$ cat config.mk
export PLATFORM = sky130hd
export DESIGN_NAME = eafp_sqrt_cell
export DESIGN_NICKNAME = d
export VERILOG_FILES = /design/src/design/eafp_pkg.sv /design/src/design/eafp_sqrt_cell.sv
export SDC_FILE = /design/constraint.sdc
export NUM_CORES = 1
export LEC_CHECK = 0
export BUFFER_PORTS_ARGS = -buffer_cell sky130_fd_sc_hd__buf_4
export CAP_MARGIN = 20
export CORE_ASPECT_RATIO = 0.75
export CORE_MARGIN = 5
export CORE_UTILIZATION = 25
export DETAILED_ROUTE_END_ITERATION = 8
export HOLD_SLACK_MARGIN = 0.06
export PLACE_DENSITY_LB_ADDON = 0.3
export SETUP_SLACK_MARGIN = 0.5
export SLEW_MARGIN = 20
export SYNTH_ARGS = -nofsm -noshare
export SYNTH_HDL_FRONTEND = slang
export SYNTH_SLANG_ARGS = --single-unit
$ cat constraint.sdc
create_clock -name clk -period 3.1 [get_ports clk]
set_clock_uncertainty 0.15 [all_clocks]
set_input_delay 0.155 -clock clk [delete_from_list [all_inputs] [get_ports clk]]
set_output_delay 0.155 -clock clk [all_outputs]
set_load 0.02 [all_outputs]
$ cat src/design/eafp_pkg.sv
package eafp_pkg;

  localparam int COORD_W           = 20;
  localparam int DIFF_W            = COORD_W + 1;
  localparam int ANGLE_W           = 16;
  localparam int BETA_W            = 15;
  localparam int THR_W             = 43;
  localparam int CORDIC_STAGES_DEF = 16;
  localparam int ATAN_TAB_LEN      = 24;
  localparam int NORM_W            = 40;
  localparam int CORDIC_W          = 44;
  localparam int ZACC_W            = 32;
  localparam int ROOT_W            = 64;
  localparam int SQRT_CELLS        = 32;
  localparam int NORM_R_STAGES     = 7;
  localparam int NORM_L_STAGES     = 6;

  localparam logic signed [ZACC_W-1:0] HALF_PI_Q24 = 32'sd26353589;
  localparam logic signed [ANGLE_W-1:0] PI_Q13     = 16'sd25736;

  localparam logic [ZACC_W-1:0] ATAN_Q24 [0:ATAN_TAB_LEN-1] = '{
    32'd13176795, 32'd7778716, 32'd4110060, 32'd2086331, 32'd1047214, 32'd524117,
    32'd262123, 32'd131069, 32'd65536, 32'd32768, 32'd16384, 32'd8192,
    32'd4096, 32'd2048, 32'd1024, 32'd512, 32'd256, 32'd128,
    32'd64, 32'd32, 32'd16, 32'd8, 32'd4, 32'd2
  };

endpackage

$ cat src/design/eafp_sqrt_cell.sv
module eafp_sqrt_cell import eafp_pkg::*; #(
  parameter int BIT_POS = 62
) (
  input  logic              clk,
  input  logic              adv,
  input  logic [ROOT_W-1:0] rem_i,
  input  logic [ROOT_W-1:0] root_i,
  output logic [ROOT_W-1:0] rem_o,
  output logic [ROOT_W-1:0] root_o
);

  localparam logic [ROOT_W-1:0] ONE_BIT = ROOT_W'(1) << BIT_POS;

  logic [ROOT_W-1:0] trial;

  assign trial = root_i + ONE_BIT;

  // restore-free step: take the bit when the trial fits
  always_ff @(posedge clk) begin
    if (adv) begin
      if (rem_i >= trial) begin
        rem_o  <= rem_i - trial;
        root_o <= (root_i >> 1) + ONE_BIT;
      end else begin
        rem_o  <= rem_i;
        root_o <= root_i >> 1;
      end
    end
  end

endmodule

---- After elaboration in Yosys (flattened, before gate mapping) ----
Cells that the tools add are included.
word-level totals
  flip-flop bits (word level) ............. 128
  input bits .............................. 130
  output and inout bits ................... 128
cells by class
  add/subtract/negate cells ............... 3
  magnitude comparators ................... 1
  multiplexer cells ....................... 2
operators by type and width
  operator                                                          number
  63-bit by 63-bit adder with 64-bit output, second input constant  1
  64-bit by 63-bit adder with 64-bit output, second input constant  1
  64-bit greater-or-equal comparator                                1
  64-bit 2-to-1 mux                                                 1
  64-bit subtractor                                                 1
  63-bit 2-to-1 mux                                                 1

---- Depth between registers and ports, before layout ----
  word-level depth ........................ 3
  gate-level depth with buffers ........... 14
  depth with buffers taken out ............ 13

---- Worst setup path before layout ----
No wires, ideal clock.
  path kind ............................... input port to flip-flop
  start ................................... input port root_i[16]
  end ..................................... register rem_o[60] (data pin)
  library setup time ...................... 257 ps
  data arrival time ....................... 2757 ps
  path slack .............................. -65 ps
  stages .................................. 12
  buffers on the path ..................... 0
  cells stage by stage .................... inv_1 -> ha_1 -> and2_1 -> nand3_1 -> or3_1 -> a41o_1 -> nor3_2 -> o21ai_1 -> o41ai_4 -> or4b_1 -> a21oi_1 -> nor3_1
between the ends
  word-level cells in the longest chain between the ends .. 3
  elaborated cells between the ends (all ways) .. 4
ends and longest elaborated chain
  element                                                                  RTL line                                    RTL
  start, declared                                                          eafp_sqrt_cell.sv:7                         input logic [ROOT_W-1:0] root_i,
  64-bit by 63-bit adder with 64-bit output (*)                            eafp_sqrt_cell.sv:16                        assign trial = root_i + ONE_BIT;
  64-bit subtractor or 64-bit greater-or-equal comparator (tied branches)  eafp_sqrt_cell.sv:22, eafp_sqrt_cell.sv:21
  64-bit 2-to-1 mux (*)                                                    eafp_sqrt_cell.sv:21                        if (rem_i >= trial) begin
  end signal, assigned                                                     eafp_sqrt_cell.sv:22                        rem_o <= rem_i - trial;
  end signal, assigned                                                     eafp_sqrt_cell.sv:25                        rem_o <= rem_i;
  end, declared                                                            eafp_sqrt_cell.sv:8                         output logic [ROOT_W-1:0] rem_o,
Mark *: on every way between the ends. The rest lies on a longest branch, timed or not.
A chain may end at the register's enable or synchronous reset.

---- Worst setup path in the final report ----
  start ................................... input port rem_i[0]
  end ..................................... register rem_o[60] (data pin)
between the ends
  word-level cells in the longest chain between the ends .. 2
  elaborated cells between the ends (all ways) .. 3
ends and longest elaborated chain
  element                                                                  RTL line                                    RTL
  start, declared                                                          eafp_sqrt_cell.sv:6                         input logic [ROOT_W-1:0] rem_i,
  64-bit subtractor or 64-bit greater-or-equal comparator (tied branches)  eafp_sqrt_cell.sv:22, eafp_sqrt_cell.sv:21
  64-bit 2-to-1 mux (*)                                                    eafp_sqrt_cell.sv:21
Marks and branches as above.

==> flow_summary_export.csv <==
group,metric,value,unit
outcome,status,"complete, no violations",
die,die_h,171,µm
clock_tree,cts_tree,"built",
timing,final_max_slew_viol_count,0,
synthesis,ys_ff_latch,128,
global_routing,grt_max_degree,71,
global_routing,first_global_vias,9112,
route,wire_per_inst,17.5,µm
worst_hold_path,hp-class,"primary input to register",
setup_path,slowest_delay,450,ps
timing,fmax,339,MHz
timing,worst_pin_slew,538,ps
synthesis,netlist_area,8610,µm²
clock_tree,htreeDepth,4,
placed_design,dpl.hpwl,24200,µm
clock_tree,root_buffer,"clkbuf_16",
synthesis,synth_area_per_cell,9.73,µm²
synthesis,yosys_warnings,0,
setup_path,crit_fanout,3,
setup_path,path_buf_inv,5,
synthesis,synth_area_leader_cell,"edfxtp_1",
timing,slew_headroom,63.8,%
die,die_w,224,µm
final_layout,drive_gt1_share,45.9,%
route,antenna_left,0,
setup_path,cp.required,3150,ps
synthesis,synth-edff-count,128,
final_layout,utilization,47.6,%
run,drv_cap,0,
synthesis,ys_seq_area_share,44.6,%
clock_tree,clk_path_buf_depth,2,
synthesis,synthTopCellsByArea,"edfxtp_1 45%, ha_1 9.3%, a21oi_1 6.5%",
clock_tree,clock_sinks,128,
power,vdd_drop_max,290,µV
placed_design,numPortBuffers,257,
synthesis,synthArstFlopShare,0,%
setup_path,crit_chain,"buf_8 > inv_4 > ha_4 > fa_2 > nand2b_4 > a21oi_4 > o41ai_4 > buf_4 > nor4bb_4 > nor3_2 > o21ai_2 > o41ai_4 > buf_12 > buf_12 > or4b_4 > a21oi_2 > nor3_2",
die,die_area,38300,µm²
global_routing,antenna_found_initial,3,
final_layout,area_growth,86.5,%
synthesis,ys_types,58,
route,vias,9075,
synthesis,syn_inst,885,
clock_tree,cts.reportedPaths.clkPinSlew,60,ps
power,p_per_area,463,nW/µm²
setup_path,cp-end-kind,"register",
route,wl,34100,µm
power,finalPower,7.44,mW
synthesis,synth_top_area_share,44.6,%
route,via_per_inst,4.66,
die,start_util,25.5,%
die,rows,58,
power,leakagePower,7.17,nW
timing,period_minus_slack,2950,ps
setup_path,start_kind,"primary input",
setup_path,crit_arrival,3000,ps
timing,setup_viol,0,
route,drcViolationCount,0,
final_layout,final_common_cell,"buf_4",
setup_path,crit_family,"simple AND/OR/NAND/NOR gates",
clock_tree,numCtsBuffers,17,
setup_path,slowest_stage,"or4b_4",
synthesis,synth_flop_cell,"edfxtp_1",
die,core_area,33700,µm²
global_routing,grt-ovfl-total,0,
global_routing,gr-usage-all-layers,17.3,%
timing,rsz0062_at_grt,"yes",
final_layout,finalNetCount,1678,
synthesis,synth_fp_nets,1080,
timing,hold_viol,0,
final_layout,final_cell_mix,"435 x buf_4, 129 x dlygate4sd3_1, 128 x edfxtp_1",
global_routing,grt_pass1_wl,51600,µm
die,ioPinCount,258,
setup_path,worstSetupPathType,"primary input to register",
placed_design,place.gp.congestion,0.844,
timing,final.period_utilization,95.2,%
route,first_pass_iters,5,
route,drt_iter0_markers,519,
-- cell usage after synthesis (7+ instances only) --
| cell | n |
|---|---|
| and2_1 | 10 |
| ha_1 | 64 |
| inv_1 | 78 |
| o211ai_1 | 7 |
| nand3_1 | 14 |
| nand2_1 | 52 |
| buf_2 | 11 |
| xnor2_1 | 36 |
| o21bai_1 | 11 |
| a21o_1 | 49 |
| and3_1 | 13 |
| nor2_1 | 82 |
| nand4_1 | 18 |
| a31oi_1 | 7 |
| o21a_1 | 7 |
| mux2_2 | 10 |
| a21oi_1 | 111 |
| xor2_1 | 20 |
| edfxtp_1 | 128 |
| nor2b_1 | 10 |
| o21ai_0 | 40 |
| clkbuf_1 | 25 |
| nor3_1 | 11 |
-- cell families (layout without fill, tap and decap cells) --
family,after synthesis,count (layout),synth area share [%]
adder cells (fa/ha/maj),65,65,9.53
flip-flops,128,128,44.6
AND/OR/NAND/NOR,234,234,13.2
XOR/XNOR,56,56,5.70
other,0,3,0
buffers and inverters,115,726,5.19
multiplexers,15,15,1.95
AO/OA/AOI/OAI,272,272,19.8
-- layer usage --
layer	GRT usage, %	wire length [µm]	vias to the layer above
met3	3.95	1770	39
li1	-	-	4437
met4	5.61	761	0
met5	0	0	-
met2	27.2	15500	232
met1	23.8	16100	4367
-- through the flow --
step | setup TNS, ps | hold WS [ps] | cell area (µm²) | cells | worst slack [ps]
final | 0 | 85.8 | 16100 | 1949 | 149
after global routing | 0 | 63.7 | 16100 | 1949 | 28.2
after CTS | 0 | -251 | 15600 | 1938 | 184
after detailed placement | -21200 | 195 | 12500 | 1738 | -525
after global placement | -17370 | 194 | 12500 | 1738 | -524
after floorplan | 0 | 104 | 8760 | 885 | 196
-- layout make-up --
cell class / instances / area, µm²
timing repair buffer: 616 / 5480
clock buffer: 18 / 429
tap: 450 / 563
sequential: 128 / 3840
inverter: 78 / 310
fill: 3167 / 17700
antenna: 3 / 7.51
multi-input combinational: 642 / 5230
clock inverter: 14 / 191
-- timing repair --
item                                   in CTS  in global routing
hold buffers                              127                  2
gates resized for setup                   163                 96
setup endpoints to repair                  66                 66
setup buffers                              30                  6
pin swaps                                  33                 11
cloned                                     11                  0
endpoints found under the hold margin     157                  2
-- worst paths after layout --
check / from / to / cells past startpoint
hold / removal: root_i[1] / rem_o[1] / 3
setup / recovery: rem_i[0] / rem_o[60] / 17
-- state kept, by name, indices dropped and copies added (netlist names) --
signal / count
root_o: 64
rem_o: 64
-- where the power goes --
group	switching (mW)	total, mW	internal, mW	leakage (nW)
Clock	0.839	2.18	1.34	0.282
Sequential	0.0598	2.22	2.16	1.25
Combinational	1.48	3.04	1.56	5.63
Total	2.38	7.44	5.06	7.17
(Power assumes the default switching activity.)
